$ cat config.mk
export PLATFORM = sky130hd
export DESIGN_NAME = spi_burst_command_framer_unit
export DESIGN_NICKNAME = d
export VERILOG_FILES = /design/src/hw/rtl/sbcf_pkg.sv /design/src/hw/rtl/spi_burst_command_framer_unit.sv /design/src/hw/rtl/sbcf_front.sv /design/src/hw/rtl/sbcf_queue.sv /design/src/hw/rtl/sbcf_back.sv
export SDC_FILE = /design/constraint.sdc
export NUM_CORES = 1
export LEC_CHECK = 0
export BUFFER_PORTS_ARGS = -buffer_cell sky130_fd_sc_hd__buf_2
export CAP_MARGIN = 20
export CORE_ASPECT_RATIO = 0.7
export CORE_MARGIN = 8
export CORE_UTILIZATION = 40
export DETAILED_ROUTE_END_ITERATION = 12
export PLACE_DENSITY_LB_ADDON = 0.15
export SLEW_MARGIN = 20
export SYNTH_ARGS = -nofsm -noshare
export SYNTH_HDL_FRONTEND = slang
export SYNTH_HIERARCHICAL = 1
export SYNTH_SLANG_ARGS = --single-unit
$ cat constraint.sdc
create_clock -name clock -period 4.9 [get_ports clock]
set_input_delay 0 -clock clock [delete_from_list [all_inputs] [get_ports clock]]
set_output_delay 0 -clock clock [all_outputs]
set_load 0.01 [all_outputs]
$ cat src/hw/rtl/sbcf_pkg.sv
// Shared types, codes and helper functions for the SPI burst command framer.
package sbcf_pkg;

   localparam int ADDR_W      = 26;
   localparam int WADDR_W     = 24;
   localparam int LEN_W       = 17;
   localparam int CHUNK_W     = 9;
   localparam int POS_W       = 9;
   localparam int PAD_W       = 7;
   localparam int QUEUE_DEPTH = 4;
   localparam int QPTR_W      = 2;

   localparam logic [1:0] FUNC_BEGIN = 2'd0;
   localparam logic [1:0] FUNC_WRITE = 2'd1;
   localparam logic [1:0] FUNC_READ  = 2'd2;

   localparam logic [1:0] KIND_LINK = 2'd0;
   localparam logic [1:0] KIND_PAD  = 2'd1;
   localparam logic [1:0] KIND_HOST = 2'd2;

   localparam logic [7:0] CMD_WRITE = 8'h80;
   localparam logic [7:0] CMD_READ  = 8'h60;

   typedef enum logic [2:0] {
      MODE_IDLE  = 3'b001,
      MODE_WRITE = 3'b010,
      MODE_READ  = 3'b100
   } mode_type;

   typedef struct packed {
      logic [1:0]        func;
      logic              is_write;
      logic [ADDR_W-1:0] byte_addr;
      logic [LEN_W-1:0]  length;
      logic [7:0]        data_byte;
   } req_type;

   typedef struct packed {
      logic [1:0]       kind;
      logic [7:0]       out_byte;
      logic [PAD_W-1:0] pad_count;
      logic             last;
   } rsp_type;

   typedef struct packed {
      logic               has_byte;
      logic [1:0]         byte_kind;
      logic [7:0]         byte_val;
      logic               byte_last;
      logic               has_pad;
      logic [PAD_W-1:0]   pad_count;
      logic               has_hdr;
      logic [7:0]         cmd;
      logic [WADDR_W-1:0] word_addr;
      logic               hdr_last;
   } job_type;

   typedef struct packed {
      logic    push;
      job_type job;
   } q_wr_type;

   typedef struct packed {
      logic    valid;
      logic    full;
      job_type job;
   } q_rd_type;

   function automatic logic [CHUNK_W-1:0] pad_up(input logic [CHUNK_W-1:0] n);
      logic [CHUNK_W-1:0] p;
      if (n <= 9'd4) p = 9'd4;
      else if (n <= 9'd16) p = 9'd16;
      else if (n <= 9'd32) p = 9'd32;
      else if (n <= 9'd64) p = 9'd64;
      else if (n <= 9'd128) p = 9'd128;
      else p = 9'd256;
      return p;
   endfunction

   function automatic logic [2:0] size_code(input logic [CHUNK_W-1:0] p);
      logic [2:0] c;
      case (p)
         9'd4:    c = 3'd0;
         9'd16:   c = 3'd1;
         9'd32:   c = 3'd2;
         9'd64:   c = 3'd3;
         9'd128:  c = 3'd4;
         default: c = 3'd5;
      endcase
      return c;
   endfunction

endpackage

$ cat src/hw/rtl/spi_burst_command_framer_unit.sv
// Top level of the SPI burst command framer.
// Takes one request beat per cycle while the four-entry job queue has room.
// A begin beat yields the four header bytes of the first chunk, a payload
// beat yields its byte and, at the end of a chunk, the padding run and the
// next header (up to six results), and a response beat yields at most one
// host byte plus the next header. The result sequencer sends one response
// beat per cycle while rsp_stall is low; a beat with n results keeps it
// busy until all are sent; each result is queued, then registered for output.
// req_stall rises only when the job queue is full.
module spi_burst_command_framer_unit #(
   parameter int CHUNK_BYTES  = 256,
   parameter int MAX_TRANSFER = 65536,
   parameter int DUMMY_BYTES  = 4
) (
   input  logic              clock,
   input  logic              reset,
   input  logic              req_valid,
   output logic              req_stall,
   input  sbcf_pkg::req_type req_data,
   output logic              rsp_valid,
   input  logic              rsp_stall,
   output sbcf_pkg::rsp_type rsp_data
);
   import sbcf_pkg::*;

   q_wr_type q_wr;
   q_rd_type q_rd;
   logic     pop;

   sbcf_front #(
      .CHUNK_BYTES  (CHUNK_BYTES),
      .MAX_TRANSFER (MAX_TRANSFER),
      .DUMMY_BYTES  (DUMMY_BYTES)
   ) u_front (
      .clock     (clock),
      .reset     (reset),
      .req_valid (req_valid),
      .req_data  (req_data),
      .q_full    (q_rd.full),
      .q_wr      (q_wr)
   );

   sbcf_queue u_queue (
      .clock (clock),
      .reset (reset),
      .q_wr  (q_wr),
      .pop   (pop),
      .q_rd  (q_rd)
   );

   sbcf_back u_back (
      .clock     (clock),
      .reset     (reset),
      .q_rd      (q_rd),
      .pop       (pop),
      .rsp_valid (rsp_valid),
      .rsp_stall (rsp_stall),
      .rsp_data  (rsp_data)
   );

   assign req_stall = q_rd.full;

endmodule

$ cat src/hw/rtl/sbcf_front.sv
// Front end: accepts request beats, tracks transfer state and builds result jobs.
module sbcf_front #(
   parameter int CHUNK_BYTES  = 256,
   parameter int MAX_TRANSFER = 65536,
   parameter int DUMMY_BYTES  = 4
) (
   input  logic              clock,
   input  logic              reset,
   input  logic              req_valid,
   input  sbcf_pkg::req_type req_data,
   input  logic              q_full,
   output sbcf_pkg::q_wr_type q_wr
);
   import sbcf_pkg::*;

   localparam int RW = $clog2(MAX_TRANSFER + 1);
   localparam int SW = 21;

   mode_type           mode_ff, mode_in;
   logic [ADDR_W-1:0]  addr_ff, addr_in;
   logic [RW-1:0]      rem_ff, rem_in;
   logic [CHUNK_W-1:0] chunk_ff, chunk_in;
   logic [CHUNK_W-1:0] padded_ff, padded_in;
   logic [POS_W-1:0]   pos_ff, pos_in;

   logic               accept;
   logic [CHUNK_W-1:0] pad;
   logic [POS_W-1:0]   pos_n;
   logic [RW-1:0]      rem_dec;
   logic [RW-1:0]      rem_rd;
   logic [ADDR_W-1:0]  addr_adv;
   logic [SW-1:0]      len_ext;
   logic               do_start;
   logic [RW-1:0]      hdr_rem;
   logic [ADDR_W-1:0]  hdr_addr;
   logic               hdr_rd;
   logic               rd_data;
   job_type            job;

   assign accept   = req_valid && !q_full;
   assign pad      = padded_ff - chunk_ff;
   assign pos_n    = pos_ff + POS_W'(1);
   assign rem_dec  = rem_ff - RW'(1);
   assign addr_adv = addr_ff + ADDR_W'(CHUNK_BYTES);
   assign len_ext  = SW'(req_data.length);
   assign rd_data  = ({1'b0, pos_ff} >= (POS_W + 1)'(DUMMY_BYTES))
                  && ({1'b0, pos_ff} < (POS_W + 1)'(DUMMY_BYTES) + {1'b0, chunk_ff})
                  && (rem_ff != '0);
   assign rem_rd   = rd_data ? rem_dec : rem_ff;

   always_comb begin
      mode_in   = mode_ff;
      addr_in   = addr_ff;
      rem_in    = rem_ff;
      chunk_in  = chunk_ff;
      padded_in = padded_ff;
      pos_in    = pos_ff;
      do_start  = 1'b0;
      hdr_rem   = rem_ff;
      hdr_addr  = addr_ff;
      hdr_rd    = 1'b0;
      job       = '0;
      if (accept) begin
         unique case (mode_ff)
            MODE_WRITE: begin
               if (req_data.func == FUNC_WRITE) begin
                  pos_in        = pos_n;
                  rem_in        = rem_dec;
                  job.has_byte  = 1'b1;
                  job.byte_kind = KIND_LINK;
                  job.byte_val  = req_data.data_byte;
                  job.byte_last = (pos_n == chunk_ff) && (pad == '0);
                  if (pos_n == chunk_ff) begin
                     job.has_pad   = (pad != '0);
                     job.pad_count = pad[PAD_W-1:0];
                     addr_in       = addr_adv;
                     if (rem_dec != '0) begin
                        do_start = 1'b1;
                        hdr_rem  = rem_dec;
                        hdr_addr = addr_adv;
                        hdr_rd   = 1'b0;
                     end else begin
                        mode_in = MODE_IDLE;
                     end
                  end
               end
            end
            MODE_READ: begin
               if (req_data.func == FUNC_READ) begin
                  pos_in        = pos_n;
                  rem_in        = rem_rd;
                  job.has_byte  = rd_data;
                  job.byte_kind = KIND_HOST;
                  job.byte_val  = req_data.data_byte;
                  job.byte_last = (rem_dec == '0);
                  if ({1'b0, pos_n} >=
                      (POS_W + 1)'(DUMMY_BYTES) + {1'b0, padded_ff}) begin
                     addr_in = addr_adv;
                     if (rem_rd != '0) begin
                        do_start = 1'b1;
                        hdr_rem  = rem_rd;
                        hdr_addr = addr_adv;
                        hdr_rd   = 1'b1;
                     end else begin
                        mode_in = MODE_IDLE;
                     end
                  end
               end
            end
            default: ;
         endcase
         if (req_data.func == FUNC_BEGIN && req_data.length != '0) begin
            do_start = 1'b1;
            hdr_rem  = (len_ext > SW'(MAX_TRANSFER)) ? RW'(MAX_TRANSFER) : RW'(len_ext);
            hdr_addr = req_data.byte_addr;
            hdr_rd   = !req_data.is_write;
            mode_in  = req_data.is_write ? MODE_WRITE : MODE_READ;
            job      = '0;
         end
      end
      if (do_start) begin
         chunk_in     = (hdr_rem < RW'(CHUNK_BYTES)) ? hdr_rem[CHUNK_W-1:0]
                                                     : CHUNK_W'(CHUNK_BYTES);
         padded_in    = pad_up(chunk_in);
         pos_in       = '0;
         rem_in       = hdr_rem;
         addr_in      = hdr_addr;
         job.has_hdr  = 1'b1;
         job.cmd      = (hdr_rd ? CMD_READ : CMD_WRITE) | {5'b0, size_code(padded_in)};
         job.word_addr = hdr_addr[ADDR_W-1:2];
         job.hdr_last = hdr_rd;
      end
   end

   always_ff @(posedge clock) begin
      if (reset) begin
         mode_ff   <= MODE_IDLE;
         addr_ff   <= '0;
         rem_ff    <= '0;
         chunk_ff  <= '0;
         padded_ff <= '0;
         pos_ff    <= '0;
      end else begin
         mode_ff   <= mode_in;
         addr_ff   <= addr_in;
         rem_ff    <= rem_in;
         chunk_ff  <= chunk_in;
         padded_ff <= padded_in;
         pos_ff    <= pos_in;
      end
   end

   assign q_wr.push = accept && (job.has_byte || job.has_pad || job.has_hdr);
   assign q_wr.job  = job;

endmodule

$ cat src/hw/rtl/sbcf_queue.sv
// Short job queue between the front end and the result sequencer.
module sbcf_queue (
   input  logic               clock,
   input  logic               reset,
   input  sbcf_pkg::q_wr_type q_wr,
   input  logic               pop,
   output sbcf_pkg::q_rd_type q_rd
);
   import sbcf_pkg::*;

   job_type           entry_ff [QUEUE_DEPTH];
   logic [QPTR_W-1:0] wr_ptr_ff, wr_ptr_in;
   logic [QPTR_W-1:0] rd_ptr_ff, rd_ptr_in;
   logic [QPTR_W:0]   count_ff, count_in;
   logic              do_pop;

   assign do_pop    = pop && (count_ff != '0);
   assign wr_ptr_in = q_wr.push ? wr_ptr_ff + QPTR_W'(1) : wr_ptr_ff;
   assign rd_ptr_in = do_pop ? rd_ptr_ff + QPTR_W'(1) : rd_ptr_ff;
   assign count_in  = count_ff + (QPTR_W + 1)'(q_wr.push) - (QPTR_W + 1)'(do_pop);

   always_ff @(posedge clock) begin
      if (reset) begin
         wr_ptr_ff <= '0;
         rd_ptr_ff <= '0;
         count_ff  <= '0;
      end else begin
         wr_ptr_ff <= wr_ptr_in;
         rd_ptr_ff <= rd_ptr_in;
         count_ff  <= count_in;
      end
   end

   always_ff @(posedge clock) begin
      if (q_wr.push) begin
         entry_ff[wr_ptr_ff] <= q_wr.job;
      end
   end

   assign q_rd.valid = (count_ff != '0);
   assign q_rd.full  = (count_ff == (QPTR_W + 1)'(QUEUE_DEPTH));
   assign q_rd.job   = entry_ff[rd_ptr_ff];

endmodule

$ cat src/hw/rtl/sbcf_back.sv
// Back end: walks each queued job, one response beat per unstalled cycle.
module sbcf_back (
   input  logic               clock,
   input  logic               reset,
   input  sbcf_pkg::q_rd_type q_rd,
   output logic               pop,
   output logic               rsp_valid,
   input  logic               rsp_stall,
   output sbcf_pkg::rsp_type  rsp_data
);
   import sbcf_pkg::*;

   logic       started_ff, started_in;
   logic [5:0] mask_ff, mask_in;
   logic       valid_ff, valid_in;
   rsp_type    data_ff, data_in;

   logic [5:0] slots;
   logic [5:0] rem_mask;
   logic [5:0] low;
   logic [5:0] next_mask;
   logic       load;

   assign slots     = {{4{q_rd.job.has_hdr}}, q_rd.job.has_pad, q_rd.job.has_byte};
   assign rem_mask  = started_ff ? mask_ff : slots;
   assign low       = rem_mask & (~rem_mask + 6'd1);
   assign next_mask = rem_mask & ~low;
   assign load      = q_rd.valid && (!valid_ff || !rsp_stall);
   assign pop       = load && (next_mask == '0);

   always_comb begin
      data_in = '0;
      case (low)
         6'b000001: begin
            data_in.kind     = q_rd.job.byte_kind;
            data_in.out_byte = q_rd.job.byte_val;
            data_in.last     = q_rd.job.byte_last;
         end
         6'b000010: begin
            data_in.kind      = KIND_PAD;
            data_in.pad_count = q_rd.job.pad_count;
            data_in.last      = 1'b1;
         end
         6'b000100: begin
            data_in.kind     = KIND_LINK;
            data_in.out_byte = q_rd.job.cmd;
         end
         6'b001000: begin
            data_in.kind     = KIND_LINK;
            data_in.out_byte = q_rd.job.word_addr[23:16];
         end
         6'b010000: begin
            data_in.kind     = KIND_LINK;
            data_in.out_byte = q_rd.job.word_addr[15:8];
         end
         6'b100000: begin
            data_in.kind     = KIND_LINK;
            data_in.out_byte = q_rd.job.word_addr[7:0];
            data_in.last     = q_rd.job.hdr_last;
         end
         default: data_in = '0;
      endcase
   end

   assign valid_in   = load ? 1'b1 : (valid_ff && rsp_stall);
   assign started_in = load ? (next_mask != '0) : started_ff;
   assign mask_in    = load ? next_mask : mask_ff;

   always_ff @(posedge clock) begin
      if (reset) begin
         started_ff <= 1'b0;
         mask_ff    <= '0;
         valid_ff   <= 1'b0;
      end else begin
         started_ff <= started_in;
         mask_ff    <= mask_in;
         valid_ff   <= valid_in;
      end
   end

   always_ff @(posedge clock) begin
      if (load) begin
         data_ff <= data_in;
      end
   end

   assign rsp_valid = valid_ff;
   assign rsp_data  = data_ff;

endmodule

Yosys cells after proc, flatten, opt, wreduce, memory -nomap -nowiden

Memories as Yosys holds them, arrays and structs flattened. A register that Yosys moved wholly into a read port is not among the register bits.
Index checks and enable logic that the tools add are counted.

Muxes and demuxes: 83
Order comparisons: 10
Reduce and logical (&&, ||, !) cells: 38
Bitwise gates (word level): 5
Equality and inequality tests: 31
Add/sub/neg operators: 11

Operator list:

| operator                                                                 | count |
|---|---|
| 26-bit 2-to-1 mux                                                        | 14 |
| 17-bit 2-to-1 mux                                                        | 14 |
| 54-bit 2-to-1 mux                                                        | 2 |
| 26-bit case mux with 2 select lines                                      | 2 |
| 9-bit 2-to-1 mux                                                         | 9 |
| 17-bit case mux with 2 select lines                                      | 2 |
| 17-bit nonzero test                                                      | 4 |
| 8-bit case mux with 5 select lines                                       | 1 |
| 34-bit 2-to-1 mux                                                        | 1 |
| 3-bit 2-to-1 mux                                                         | 9 |
| 26-bit by 9-bit adder with 26-bit output (second input constant)         | 1 |
| 8-bit 2-to-1 mux                                                         | 3 |
| 3-bit by 1-bit inequality test with 1-bit output (second input constant) | 8 |
| 12-bit case mux with 2 select lines                                      | 1 |
| 3-bit by 9-bit adder with 10-bit output (first input constant)           | 2 |
| 20-bit 2-to-1 mux                                                        | 1 |
| 9-bit case mux with 2 select lines                                       | 1 |
| 17-bit greater-than comparator (second input constant)                   | 1 |
| 17-bit zero test                                                         | 1 |
| 17-bit by 9-bit < comparator with 1-bit output (second input constant)   | 1 |
| 17-bit by 1-bit subtractor with 17-bit output (second input constant)    | 1 |
| 3-bit case mux with 5 select lines                                       | 1 |
| 1-bit 2-to-1 mux                                                         | 14 |
| 13-bit AND reduction                                                     | 1 |
| 57 further kinds                                                         | 83 |

Input bits: 58
Output and inout port bits: 20
Logic and storage cells: 196
Register bits after elaboration: 106
Bits in writable memories: 216
Memories kept: 1

Memory list:

| memory           | words | bits a word | read ports | clocked after memory_dff | write ports | line             | text |
|---|---|---|---|---|---|---|---|
| u_queue.entry_ff | 4     | 54          | 1          | 1                        | 1           | sbcf_queue.sv:11 | `job_type entry_ff [QUEUE_DEPTH];` |

Longest topological paths before layout

Gate-level depths: netlist of run 1.

Depth in word-level cells: 30
Depth in mapped cells: 21
Depth with buffers taken out: 18

By module

The synthesis of run 1 kept the hierarchy.

By module, submodules not included:

| module     | instances | cells an instance | sequential area each (sq um) | area each (sq um) |
|---|---|---|---|---|
| sbcf_queue | 1         | 328               | 6666.4                       | 8335.5 |
| sbcf_front | 1         | 1045              | 1361.3                       | 7475.9 |
| sbcf_back  | 1         | 127               | 680.7                        | 1292.5 |

Least setup slack after synthesis of run 1

No wires, ideal clock.

Kind: register -> register
Start point: reg u_front.chunk_ff[5]
End point: mem u_queue/entry_ff[0][0] (netlist name), enable pin
Data required time: 4483 ps
Clock period less this slack: 5220 ps
Stages on the path, launching flop included: 19
Arrival: 4803 ps
Library setup time: 417 ps
Path slack: -320 ps
Path buffers: 3
Cell sequence: dfxtp_1 inv_1 nor3_1 nand3_1 xnor2_1 ha_1 nand3_1 a41o_1 a31oi_1 nor2_1 mux2_2 o21ai_2 buf_4 a31o_2 inv_2 buf_2 buf_2 or2_2 and2_1

RTL lines:

| item                   | line              | text |
|---|---|---|
| from (decl)            | sbcf_front.sv:22  | `logic [CHUNK_W-1:0] chunk_ff, chunk_in;` |
| from (signal assigned) | sbcf_front.sv:147 | `chunk_ff <= chunk_in;` |
| to (decl)              | sbcf_queue.sv:11  |  |

==> key figures, run 1 <==
Drt
  • Per-cell routed wire length: 23.24 µm
  • Detailed-route wire length: 52.02 mm
  • Number of design-rule violations left by the first detailed-router iteration: 1385
  • Number of optimization iterations in the first detailed-route pass: 7
  • Antenna-violating nets left: 0
  • Detailed-route via count: 13190
  • Drc violations: 0
  • Avg Vias per Cell: 5.895

Floorplanning
  • Die height: 189.0 µm
  • Core Area: 42250 µm²
  • Effective utilization at floorplan: 40.48%
  • Total I/O pin count: 78
  • Die extent in x: 263.2 µm
  • Number of standard-cell rows in the floorplan: 63
  • Floorplan die area: 49740 µm²

Final layout
  • Layout overhead on the synthesized area: 17.15%
  • Final standard cell count with taps included and fillers excluded: 2238
  • Layout cell share with drive strength beyond 1: 21.77%
  • Fin util: 47.42%
  • Nets: 1753
  • Filler cells: 3860
  • Diodes inserted: 0

Clock network
  • Clock Tree Root: clkbuf_16
  • Clk Latency, worst-skew pair: 0.53 ns
  • Clock tree from TritonCTS: yes
  • Clock Pin Slew Worst Setup and Hold Paths: 0.06 ns
  • Maximum buffer depth of the clock tree: 3
  • H-tree depth: 2
  • CTS Sinks: 318
  • Number of buffers inserted during clock tree synthesis: 35

Pwr
  • Worst VDD drop: 0.2433 mV
  • Cell leakage power: 6.981 nW
  • Proportion of power drawn by flip-flops and latches: 47.0%
  • PwrDens: 311.8 nW/µm²
  • Power consumption: 6.248 mW
  • Cell internal pwr: 4.637 mW
  • Clock power frac: 39.9%
  • Share of power burned in combinational logic: 13.1%
  • Power spent charging and discharging nets: 1.611 mW
  • Switching share of power: 25.79%

Placed design
  • Post-Place Worst Slack: 0.01194 ns
  • Placed wire-length estimate after detailed placement: 37.33 mm
  • RD Place Congestion: 0.9941
  • Placed Cells: 2141
  • Number of port buffers: 75

Timing
  • Setup repair after global routing missed its margin: no
  • Rel. slew slack: 33.41%
  • Final max-slew violation count: 0
  • Worst path setup slack after routing: 0.2429 ns
  • Final critical delay including setup and external delays: 4.657 ns
  • Worst Tran Pin Value: 0.9935 ns
  • Final setup violation count: 0
  • Final count of hold timing violations: 0
  • Final period util: 95.04%
  • TNS Setup: 0 ns
  • Largest clock skew in the final design: 0.02375 ns
  • Maximum clock rate: 214.7 MHz

Setup path
  • Critical Path Sink Type: flip-flop
  • Number of cell instances on the worst register-to-register path: 14
  • Critical path start-end classification: flip-flop to flip-flop
  • Critical register-to-register path startpoint: u_front/rem_ff[0]
  • Worst R2R End: u_queue/entry_ff[2][26]
  • CP Max Fanout: 7
  • Arrival time at the worst endpoint: 4.96 ns
  • CP Data Required Time: 5.21 ns
  • Startpoint kind of the worst setup timing path: flip-flop
  • R2R Setup Slk: 0.24 ns

Hold path
  • Hold Crit Start: req_data[22]
  • Type of the tightest min-delay check: primary input to flip-flop
  • Worst Hold Path Cells: 3
  • Endpoint with the worst hold slack: u_front/rem_ff[14]

GRT
  • Vias in the first global route: 12740
  • First-pass GRT wire length: 78.66 mm
  • Largest net degree at the start of global routing: 53
  • GRT Resource Usage Total: 20.21%
  • Remaining Overflow, GRT: 0
  • Initial antenna violation count: 0

Logic synthesis
  • Number of different library cells in the post-synthesis netlist: 108
  • Register area share after synthesis: 50.91%
  • Mapped Area: 17100 µm²
  • FFs w/ async S/R, synth: 0%
  • Synthesis-stage register bit count: 318
  • Number of enable flip-flop cells after synthesis: 234
  • Avg Cell Area, Syn: 11.40 µm²
  • Top_reg_cell synth: edfxtp_1
  • Yosys synthesis warning count: 6
  • Post-synthesis cell count: 1500

Outcome
  • Run status: finished clean

Flow run
  • Total of max-cap violations: 0
## final cells by class
cell class / instances / area [µm²] / area share, %
inverters: 40 / 150.1 / 0.7493
clock inverters: 17 / 130.1 / 0.6494
repair buffers: 228 / 1684 / 8.405
flip-flops and latches: 318 / 8717 / 43.51
multi-input cells: 1036 / 7712 / 38.49
clock buffers: 47 / 952.2 / 4.752
well taps: 552 / 690.7 / 3.447
## worst max path at each step
stage / from / to / slack, ns / depth (start not counted)
after detailed placement: u_front/pos_ff[3] / u_queue/entry_ff[1][25] / 0.01 / 14
after CTS: u_front/pos_ff[3] / u_queue/entry_ff[0][25] / 0.009 / 14
after global routing: u_front/pos_ff[0] / u_queue/entry_ff[0][26] / 0.0003 / 18
after global placement: u_front/pos_ff[3] / u_queue/entry_ff[2][27] / 0.17 / 17
after floorplan: u_front/rem_ff[0] / u_queue/count_ff[2] / 0.19 / 19
final: u_front/rem_ff[0] / u_queue/entry_ff[2][26] / 0.24 / 14
## worst max-delay path, stage by stage (launching register included)
cell,delay [ns]
dfxtp_1,0.31
inv_1,0.15
ha_1,0.39
nor3b_1,0.61
mux2i_1,0.24
a211o_1,0.36
or3_1,0.39
o211ai_1,0.19
nor2b_1,0.44
mux2i_1,0.17
a21o_1,0.22
nor4_4,0.31
buf_4,0.17
o21ai_0,0.11
a311oi_2,0.37
## cells in the mapped netlist (all sizes together) (6+ instances only)
cell     number  share of area, %
edfxtp      234                41
nor2        118               2.6
nand2       108               2.4
dfxtp        84               9.8
a21oi        80               2.4
o21ai        68               2.0
nand3        65               1.9
buf          54               2.3
clkbuf       54               1.2
mux4         54               7.2
xnor2        51               2.6
inv          40              0.88
nor3         36               1.1
ha           35               2.6
a211oi       28               1.3
and2         24              0.88
nor4         23               1.0
nor2b        22              0.80
xor2         22               1.1
and3         20              0.73
nand4        18              0.66
a22oi        17              0.75
a31oi        17              0.62
nand2b       13              0.48
o31ai        13              0.66
mux2i        12              0.70
a21o         11              0.48
or3          11              0.40
or4          11              0.55
o21a          9              0.39
or2           9              0.33
a2111oi       8              0.56
a41oi         8              0.45
nor3b         8              0.35
o211ai        7              0.31
a31o          6              0.31
mux2          6              0.39
## what timing repair did
item	CTS	global route
gates resized for setup	0	10
hold endpoints to repair	84	0
hold buffers	31	0
setup buffers	0	1
endpoints found under the setup margin	0	121
## registers in the layout, indices dropped and copies added (netlist names), named ones only
signal and flops:
u_queue/entry_ff 216, u_back/rsp_data 18, u_back/started_ff 1, u_front/rem_ff 17, u_queue/wr_ptr_ff 2, u_queue/count_ff 3, u_back/rsp_valid 1, u_back/mask_ff 5
u_front/chunk_ff 9, u_queue/rd_ptr_ff 2, u_front/padded_ff 6, u_front/addr_ff 24, u_front/mode_ff 3, u_front/pos_ff 9
## stage by stage
| step | instance area, µm² | hold slack, ns |
|---|---|---|
| floorplan | 17120 | 0.06907 |
| global placement | 18570 | 0.2432 |
| detailed placement | 18570 | 0.2692 |
| CTS | 19960 | 0.01738 |
| global route | 20040 | 0.03866 |
| finish | 20040 | 0.03819 |
## per-layer routing
metal | global-route usage, % | up-vias | part of all wire (%)
met2 | 28.63 | 574 | 41
met4 | 5.244 | 0 | 2.3
met5 | 0 | - | 0
met3 | 4.251 | 90 | 8.5
li1 | - | 6042 | -
met1 | 30.84 | 6488 | 48
## cells by family (layout without fill, tap and decap cells)
kind of cell,after synthesis,in the layout,synth area share [%]
flip-flops,318,318,50.91
adder cells (fa/ha/maj),37,37,2.736
multiplexers,72,72,8.296
buffers and inverters,148,332,4.389
other,1,3,0.02192
XOR/XNOR,75,75,4.016
AO/OA/AOI/OAI,340,340,14.10
AND/OR/NAND/NOR,509,509,15.52
## power groups by stage
stage | sequential [mW] | combinational [mW] | clock [mW]
floorplan | 2.97 | 0.488 | 0
global placement | 2.99 | 0.763 | 0
detailed placement | 2.99 | 0.763 | 0
CTS | 2.93 | 0.783 | 2.56
global route | 2.94 | 0.859 | 2.65
finish | 2.94 | 0.816 | 2.50
## layout by cell type (no fill, tap or decap), types with 50 or more instances in the layout
| master | instances |
|---|---|
| o21ai_0 | 64 |
| nand3_1 | 64 |
| dfxtp_1 | 79 |
| edfxtp_1 | 234 |
| buf_4 | 116 |
| mux4_2 | 50 |
| nor2_1 | 118 |
| xnor2_1 | 51 |
| a21oi_1 | 79 |
| buf_2 | 75 |
| nand2_1 | 105 |
No activity file was read; power rests on OpenSTA's default activity.
==> run 2: changes to the inputs <==
--- a/config.mk
+++ b/config.mk
@@ -11,7 +11,8 @@
 export CORE_MARGIN = 8
 export CORE_UTILIZATION = 40
 export DETAILED_ROUTE_END_ITERATION = 12
-export PLACE_DENSITY_LB_ADDON = 0.15
+export PLACE_DENSITY = 0.63
+export REMOVE_ABC_BUFFERS = 1
 export SLEW_MARGIN = 20
 export SYNTH_ARGS = -nofsm -noshare
 export SYNTH_HDL_FRONTEND = slang
==> run 2 against run 1 <==
  * Critical path depth did not move
  * Setup slack improved by 0.035 ns
  * Wire length fell by 0.30%
  * Count of clock-buffer cells in the layout fell by 5
  * Final cell count barely moved
  * Global-route usage rose by 0.060 points
  * Largest cell class unchanged
  * Flip-flop and latch count did not move
  * Non-clock buffer count rose by 4
  * Critical path type unchanged
==> key figures, run 2 (synthesized netlist as in run 1, its figures left out) <==
Outcome
  • Run status: finished clean (unchanged)

Setup path
  • Worst-path cell with the longest stage delay: a21boi_0 (was nor3b_1)
  • Critical path start-end classification: flip-flop to flip-flop (unchanged)
  • Critical Path Sink Type: flip-flop (unchanged)
  • Delay of the slowest critical-path stage: 0.71 ns (was 0.61 ns)
  • Number of buffers and inverters on the critical path: 3 (was 2)
  • CP Data Required Time: 5.06 ns (was 5.21 ns)
  • Arrival time at the worst endpoint: 4.79 ns (was 4.96 ns)
  • Chain of cells forming the critical path: ha_1 -> nand2_1 -> xor2_1 -> ha_1 -> a21oi_1 -> nand2_1 -> a211oi_1 -> buf_4 -> nand2_1 -> a21boi_0 -> or2_2 -> buf_4 -> and2_2 -> buf_4 (was inv_1 -> ha_1 -> nor3b_1 -> mux2i_1 -> a211o_1 -> or3_1 -> o211ai_1 -> nor2b_1 -> mux2i_1 -> a21o_1 -> nor4_4 -> buf_4 -> o21ai_0 -> a311oi_2)
  • Top delay family on crit path: compound AO/OA/AOI/OAI gates (was simple AND/OR/NAND/NOR gates)
  • Startpoint kind of the worst setup timing path: flip-flop (unchanged)
  • CP Max Fanout: 30 (was 7)

Final layout
  • Register containing the most flip-flops in the final layout: u_queue/entry_ff (unchanged)
  • Max FFs per register: 216 (unchanged)
  • Layout cell share with drive strength beyond 1: 22.23% (was 21.77%)
  • Most common library cell in the layout ignoring fill and taps: edfxtp_1 (unchanged)
  • Nets: 1756 (was 1753)
  • Diodes inserted: 0 (unchanged)
  • Layout overhead on the synthesized area: 17.62% (was 17.15%)
  • Commonest non-fill, non-tap cells in the layout: edfxtp_1, nor2_1, buf_4, nand2_1, dfxtp_1 (was edfxtp_1, nor2_1, buf_4, nand2_1)
  • Post-route design area: 20120 µm² (was 20040 µm²)

Timing
  • Final count of hold timing violations: 0 (unchanged)
  • Worst Tran Pin Value: 0.9816 ns (was 0.9935 ns)
  • Final setup violation count: 0 (unchanged)
  • Final critical delay including setup and external delays: 4.622 ns (was 4.657 ns)
  • Final max-slew violation count: 0 (unchanged)
  • Maximum clock rate: 216.3 MHz (was 214.7 MHz)
  • Final period util: 94.33% (was 95.04%)
  • Largest clock skew in the final design: 0.02029 ns (was 0.02375 ns)
  • Rel. slew slack: 34.20% (was 33.41%)
  • TNS Setup: 0 ns (unchanged)

Drt
  • Number of optimization iterations in the first detailed-route pass: 5 (was 7)
  • Drc violations: 0 (unchanged)
  • Antenna-violating nets left: 0 (unchanged)
  • Number of design-rule violations left by the first detailed-router iteration: 1351 (was 1385)
  • Avg Vias per Cell: 5.931 (was 5.895)
  • Detailed-route wire length: 51.86 mm (was 52.02 mm)
  • Detailed-route via count: 13280 (was 13190)
  • Per-cell routed wire length: 23.16 µm (was 23.24 µm)

Placed design
  • Placed wire-length estimate after detailed placement: 36.80 mm (was 37.33 mm)
  • RD Place Congestion: 0.9441 (was 0.9941)
  • Number of port buffers: 75 (unchanged)
  • Placement-stage cell area: 18570 µm² (about the same)

Clock network
  • Number of buffers inserted during clock tree synthesis: 34 (was 35)
  • Clock Tree Root: clkbuf_16 (unchanged)
  • CTS Sinks: 318 (unchanged)
  • Clock Pin Slew Worst Setup and Hold Paths: 0.07 ns (was 0.06 ns)
  • Clock tree from TritonCTS: yes (unchanged)
  • Maximum buffer depth of the clock tree: 3 (unchanged)
  • H-tree depth: 2 (unchanged)
  • Clk Latency, worst-skew pair: 0.53 ns (about the same)
  • Postcts setup bufs: 0 (unchanged)

GRT
  • Initial antenna violation count: 0 (unchanged)
  • First-pass GRT wire length: 79.01 mm (was 78.66 mm)
  • Largest net degree at the start of global routing: 61 (was 53)
  • Vias in the first global route: 12880 (was 12740)
  • GRT Resource Usage Total: 20.27% (was 20.21%)
  • Remaining Overflow, GRT: 0 (unchanged)

Pwr
  • Power consumption: 6.351 mW (was 6.248 mW)
  • Switching share of power: 25.92% (was 25.79%)
  • Worst VDD drop: 0.2249 mV (was 0.2433 mV)
  • Share of power burned in combinational logic: 13.5% (was 13.1%)
  • Power spent charging and discharging nets: 1.646 mW (was 1.611 mW)
  • Cell leakage power: 7.022 nW (was 6.981 nW)
  • Cell internal pwr: 4.704 mW (was 4.637 mW)
  • Clock power frac: 40.4% (was 39.9%)
  • Proportion of power drawn by flip-flops and latches: 46.1% (was 47.0%)
  • PwrDens: 315.7 nW/µm² (was 311.8 nW/µm²)

Floorplanning
  • Total I/O pin count: 78 (unchanged)
  • Number of standard-cell rows in the floorplan: 63 (unchanged)
  • Die height: 189.0 µm (unchanged)
  • Core Area: 42250 µm² (unchanged)
  • Floorplan die area: 49740 µm² (unchanged)
  • Effective utilization at floorplan: 40.48% (unchanged)
  • Die extent in x: 263.2 µm (unchanged)

Flow run
  • Total of max-cap violations: 0 (unchanged)

Hold path
  • Type of the tightest min-delay check: primary input to flip-flop (unchanged)
## run 2: power by group through the flow
stage                     Sequential, mW  Combinational, mW  Clock, mW
after global placement              2.98              0.811          0
after global routing                2.93              0.919       2.74
final                               2.93              0.860       2.57
after CTS                           2.92              0.831       2.62
after detailed placement            2.98              0.806          0
after floorplan                     2.99              0.436          0
## run 2: final timing paths
check                      startpoint  slack, ns  cells after the start                 endpoint
setup / recovery  u_front/chunk_ff[2]       0.28                     14  u_queue/entry_ff[0][34]
hold / removal           req_data[38]       0.06                      5      u_front/addr_ff[13]
setup reg to reg  u_front/chunk_ff[2]       0.28                     14  u_queue/entry_ff[0][34]
hold reg to reg    u_front/mode_ff[1]       0.50                      2       u_front/mode_ff[1]
## run 2: timing repair
action                                  4_1_cts  5_1_grt
hold endpoints to repair                     97        0
endpoints found under the setup margin        0       56
resized for setup                             0       19
hold buffers                                 36        0
## run 2: final cells by class
class	instances	area, µm²
Inverter	40	150.1
Sequential cell	318	8717
Multi-Input combinational cell	1036	7749
Clock buffer	42	922.1
Tap cell	552	690.7
Timing Repair Buffer	232	1694
Clock inverter	19	193.9
Fill cell	3813	22130
## run 2: worst min-delay path: stages
cell     delay (ns)
buf_2          0.08
o21ai_0        0.08
a21oi_1        0.16
o21ai_0        0.12
a21oi_1        0.12
## run 2: per-layer routing
layer / routed length, µm / share of wire [%] / vias up / track usage (%)
li1: - / - / 6062 / -
met1: 24940 / 48 / 6566 / 31.31
met2: 21370 / 41 / 576 / 28.77
met3: 4428 / 8.5 / 76 / 3.901
met4: 1123 / 2.2 / 0 / 4.798
met5: 0 / 0 / - / 0
## run 2: through the flow
step | instances | utilization [%] | worst slack (ns) | hold slack (ns)
floorplan | 1394 | - | -1.095 | 0.06907
CTS | 2239 | 47.44 | 0.07408 | 0.03038
global route | 2239 | 47.61 | -0.01550 | 0.06213
detailed placement | 2142 | 43.95 | 0.1277 | 0.2491
finish | 2239 | 47.61 | 0.2777 | 0.06332
global placement | 2142 | 43.95 | 0.2260 | 0.2440
==> run 3: changes to the inputs <==
--- a/config.mk
+++ b/config.mk
@@ -10,6 +10,7 @@
 export CORE_ASPECT_RATIO = 0.7
 export CORE_MARGIN = 8
 export CORE_UTILIZATION = 40
+export CTS_BUF_LIST = sky130_fd_sc_hd__clkbuf_8 sky130_fd_sc_hd__clkbuf_16
 export DETAILED_ROUTE_END_ITERATION = 12
 export PLACE_DENSITY = 0.63
 export REMOVE_ABC_BUFFERS = 1
==> run 3 against run 2 <==
  * Sequential share of layout area unchanged
  * Count of clock-buffer cells in the layout is 5 lower
  * Largest power group unchanged
  * Power down 0.12%
==> key figures, run 3 (synthesized netlist as in run 1, its figures left out) <==
Floorplanning
  • Floorplan die area: 49740 µm² (unchanged)
  • Total I/O pin count: 78 (unchanged)
  • Die extent in x: 263.2 µm (unchanged)
  • Core Area: 42250 µm² (unchanged)
  • Number of standard-cell rows in the floorplan: 63 (unchanged)
  • Effective utilization at floorplan: 40.48% (unchanged)
  • Die height: 189.0 µm (unchanged)

Pwr
  • Cell leakage power: 7.043 nW (was 7.022 nW)
  • Power consumption: 6.343 mW (was 6.351 mW)
  • Proportion of power drawn by flip-flops and latches: 46.1% (about the same)
  • PwrDens: 315.3 nW/µm² (was 315.7 nW/µm²)
  • Power spent charging and discharging nets: 1.649 mW (was 1.646 mW)
  • Clock power frac: 40.3% (was 40.4%)
  • Worst VDD drop: 0.2248 mV (was 0.2249 mV)
  • Switching share of power: 26.00% (was 25.92%)
  • Share of power burned in combinational logic: 13.6% (was 13.5%)
  • Cell internal pwr: 4.694 mW (was 4.704 mW)

Placed design
  • RD Place Congestion: 0.9441 (unchanged)
  • Number of port buffers: 75 (unchanged)
  • Placed wire-length estimate after detailed placement: 36.80 mm (unchanged)
  • Post-Place Worst Slack: 0.1277 ns (unchanged)
  • Placement-stage cell area: 18570 µm² (unchanged)

Final layout
  • Layout cell share with drive strength beyond 1: 22.23% (unchanged)
  • Layout overhead on the synthesized area: 17.62% (unchanged)
  • Diodes inserted: 0 (unchanged)
  • Commonest non-fill, non-tap cells in the layout: edfxtp_1, nor2_1, buf_4, nand2_1, dfxtp_1 (unchanged)
  • Fin util: 47.61% (unchanged)
  • Nets: 1756 (unchanged)
  • Register containing the most flip-flops in the final layout: u_queue/entry_ff (unchanged)
  • Post-route design area: 20120 µm² (unchanged)
  • Filler cells: 3813 (unchanged)
  • Most common library cell in the layout ignoring fill and taps: edfxtp_1 (unchanged)
  • Max FFs per register: 216 (unchanged)

Setup path
  • CP Max Fanout: 10 (was 30)
  • Arrival time at the worst endpoint: 4.92 ns (was 4.79 ns)
  • Critical path start-end classification: flip-flop to flip-flop (unchanged)
  • R2R Setup Slk: 0.28 ns (about the same)
  • Number of cell instances on the worst register-to-register path: 17 (was 14)
  • Number of buffers and inverters on the critical path: 2 (was 3)
  • Chain of cells forming the critical path: nand3_1 -> nor3_1 -> xor2_1 -> ha_1 -> nand2_1 -> a21oi_1 -> a221oi_1 -> buf_4 -> or2_4 -> a2111oi_0 -> a311o_1 -> a41oi_2 -> buf_4 -> a22o_1 -> nand4b_1 -> nand3_1 -> o221ai_1 (was ha_1 -> nand2_1 -> xor2_1 -> ha_1 -> a21oi_1 -> nand2_1 -> a211oi_1 -> buf_4 -> nand2_1 -> a21boi_0 -> or2_2 -> buf_4 -> and2_2 -> buf_4)
  • Delay of the slowest critical-path stage: 0.59 ns (was 0.71 ns)
  • Critical register-to-register path startpoint: u_front/pos_ff[2] (was u_front/chunk_ff[2])
  • Worst R2R End: u_queue/entry_ff[3][25] (was u_queue/entry_ff[0][34])
  • Startpoint kind of the worst setup timing path: flip-flop (unchanged)
  • Critical Path Sink Type: flip-flop (unchanged)
  • Top delay family on crit path: compound AO/OA/AOI/OAI gates (unchanged)
  • CP Data Required Time: 5.20 ns (was 5.06 ns)
  • Worst-path cell with the longest stage delay: a2111oi_0 (was a21boi_0)

GRT
  • GRT Resource Usage Total: 20.27% (unchanged)
  • Remaining Overflow, GRT: 0 (unchanged)
  • Initial antenna violation count: 0 (unchanged)
  • Largest net degree at the start of global routing: 61 (unchanged)
  • First-pass GRT wire length: 79.01 mm (unchanged)
  • Vias in the first global route: 12880 (unchanged)

Timing
  • Rel. slew slack: 32.78% (was 34.20%)
  • Worst path setup slack after routing: 0.2770 ns (was 0.2777 ns)
  • Final count of hold timing violations: 0 (unchanged)
  • Final setup violation count: 0 (unchanged)
  • Largest clock skew in the final design: 0.02144 ns (was 0.02029 ns)
  • Worst Tran Pin Value: 1.003 ns (was 0.9816 ns)
  • Post-route worst hold slack: 0.06309 ns (was 0.06332 ns)
  • Maximum clock rate: 216.3 MHz (about the same)
  • Final period util: 94.35% (was 94.33%)
  • Final critical delay including setup and external delays: 4.623 ns (was 4.622 ns)
  • Final max-slew violation count: 0 (unchanged)

Drt
  • Per-cell routed wire length: 23.20 µm (was 23.16 µm)
  • Detailed-route wire length: 51.94 mm (was 51.86 mm)
  • Number of optimization iterations in the first detailed-route pass: 5 (unchanged)
  • Detailed-route via count: 13310 (was 13280)
  • Avg Vias per Cell: 5.945 (was 5.931)
  • Drc violations: 0 (unchanged)
  • Antenna-violating nets left: 0 (unchanged)
  • Number of design-rule violations left by the first detailed-router iteration: 1352 (was 1351)

Clock network
  • Postcts setup bufs: 0 (unchanged)
  • Clock Pin Slew Worst Setup and Hold Paths: 0.07 ns (about the same)
  • H-tree depth: 2 (unchanged)
  • Number of buffers inserted during clock tree synthesis: 34 (unchanged)
  • Clock tree from TritonCTS: yes (unchanged)
  • Maximum buffer depth of the clock tree: 3 (unchanged)
  • CTS Sinks: 318 (unchanged)
  • Clock Tree Root: clkbuf_16 (unchanged)
  • Clk Latency, worst-skew pair: 0.53 ns (about the same)

Hold path
  • Type of the tightest min-delay check: primary input to flip-flop (unchanged)
  • Hold Crit Start: req_data[38] (unchanged)
  • Worst Hold Path Cells: 5 (unchanged)
  • Endpoint with the worst hold slack: u_front/addr_ff[13] (unchanged)

Flow run
  • Total of max-cap violations: 0 (unchanged)

Outcome
  • Run status: finished clean (unchanged)
-- run 3: changes by cell type in the layout (fill, tap and decap cells not counted), sizes merged --
| cell | previous run | this run |
|---|---|---|
| inv | 42 | 47 |
| clkbuf | 42 | 37 |
-- run 3: worst register-to-register path: stages (launching register included) --
cell and delay, ns:
dfxtp_1 0.54, nand3_1 0.33, nor3_1 0.42, xor2_1 0.15, ha_1 0.30, nand2_1 0.04
a21oi_1 0.11, a221oi_1 0.09, buf_4 0.18, or2_4 0.32, a2111oi_0 0.59, a311o_1 0.22
a41oi_2 0.06, buf_4 0.19, a22o_1 0.24, nand4b_1 0.12, nand3_1 0.15, o221ai_1 0.35
-- run 3: worst max path at each step --
stage	startpoint	to	slack [ns]	cells after the start
detailed placement	u_front/pos_ff[1]	u_front/chunk_ff[3]	0.13	18
finish	u_front/pos_ff[2]	u_queue/entry_ff[3][25]	0.28	17
global placement	u_front/pos_ff[1]	u_queue/entry_ff[2][27]	0.23	18
floorplan	u_front/chunk_ff[3]	u_queue/entry_ff[0][0]	-1.09	14
global route	u_front/pos_ff[0]	u_queue/entry_ff[3][25]	-0.02	17
CTS	u_front/pos_ff[1]	u_front/chunk_ff[3]	0.07	19
-- run 3: final cells by class --
type	instances	area, µm²	area share, %
clock buffer	37	903.4	4.491
timing repair buffer	232	1694	8.421
multi-input combinational	1036	7749	38.52
inverter	40	150.1	0.7464
clock inverter	24	212.7	1.057
tap	552	690.7	3.433
sequential	318	8717	43.33
-- run 3: power by group through the flow --
stage	sequential (mW)	clock [mW]	combinational (mW)
6_report	2.93	2.56	0.860
3_5_place_dp	2.98	0	0.806
3_3_place_gp	2.98	0	0.811
2_1_floorplan	2.99	0	0.436
4_1_cts	2.92	2.62	0.831
5_1_grt	2.93	2.73	0.919
-- run 3: metal layers --
layer | vias up | routed length [µm] | global-route usage [%]
met5 | - | 0 | 0
met2 | 592 | 21430 | 28.77
met4 | 0 | 1123 | 4.798
met3 | 76 | 4566 | 3.901
met1 | 6580 | 24820 | 31.31
li1 | 6063 | - | -
-- run 3: repair_timing --
item	CTS	global route
resized for setup	0	19
setup endpoints to repair	0	56
hold endpoints to repair	97	0
hold buffers	36	0
-- run 3: per-stage QoR --
| step | TNS [ns] | instances |
|---|---|---|
| 2_1_floorplan | -240.92 | 1394 |
| 3_3_place_gp | 0 | 2142 |
| 3_5_place_dp | 0 | 2142 |
| 4_1_cts | 0 | 2239 |
| 5_1_grt | -0.05631 | 2239 |
| 6_report | 0 | 2239 |
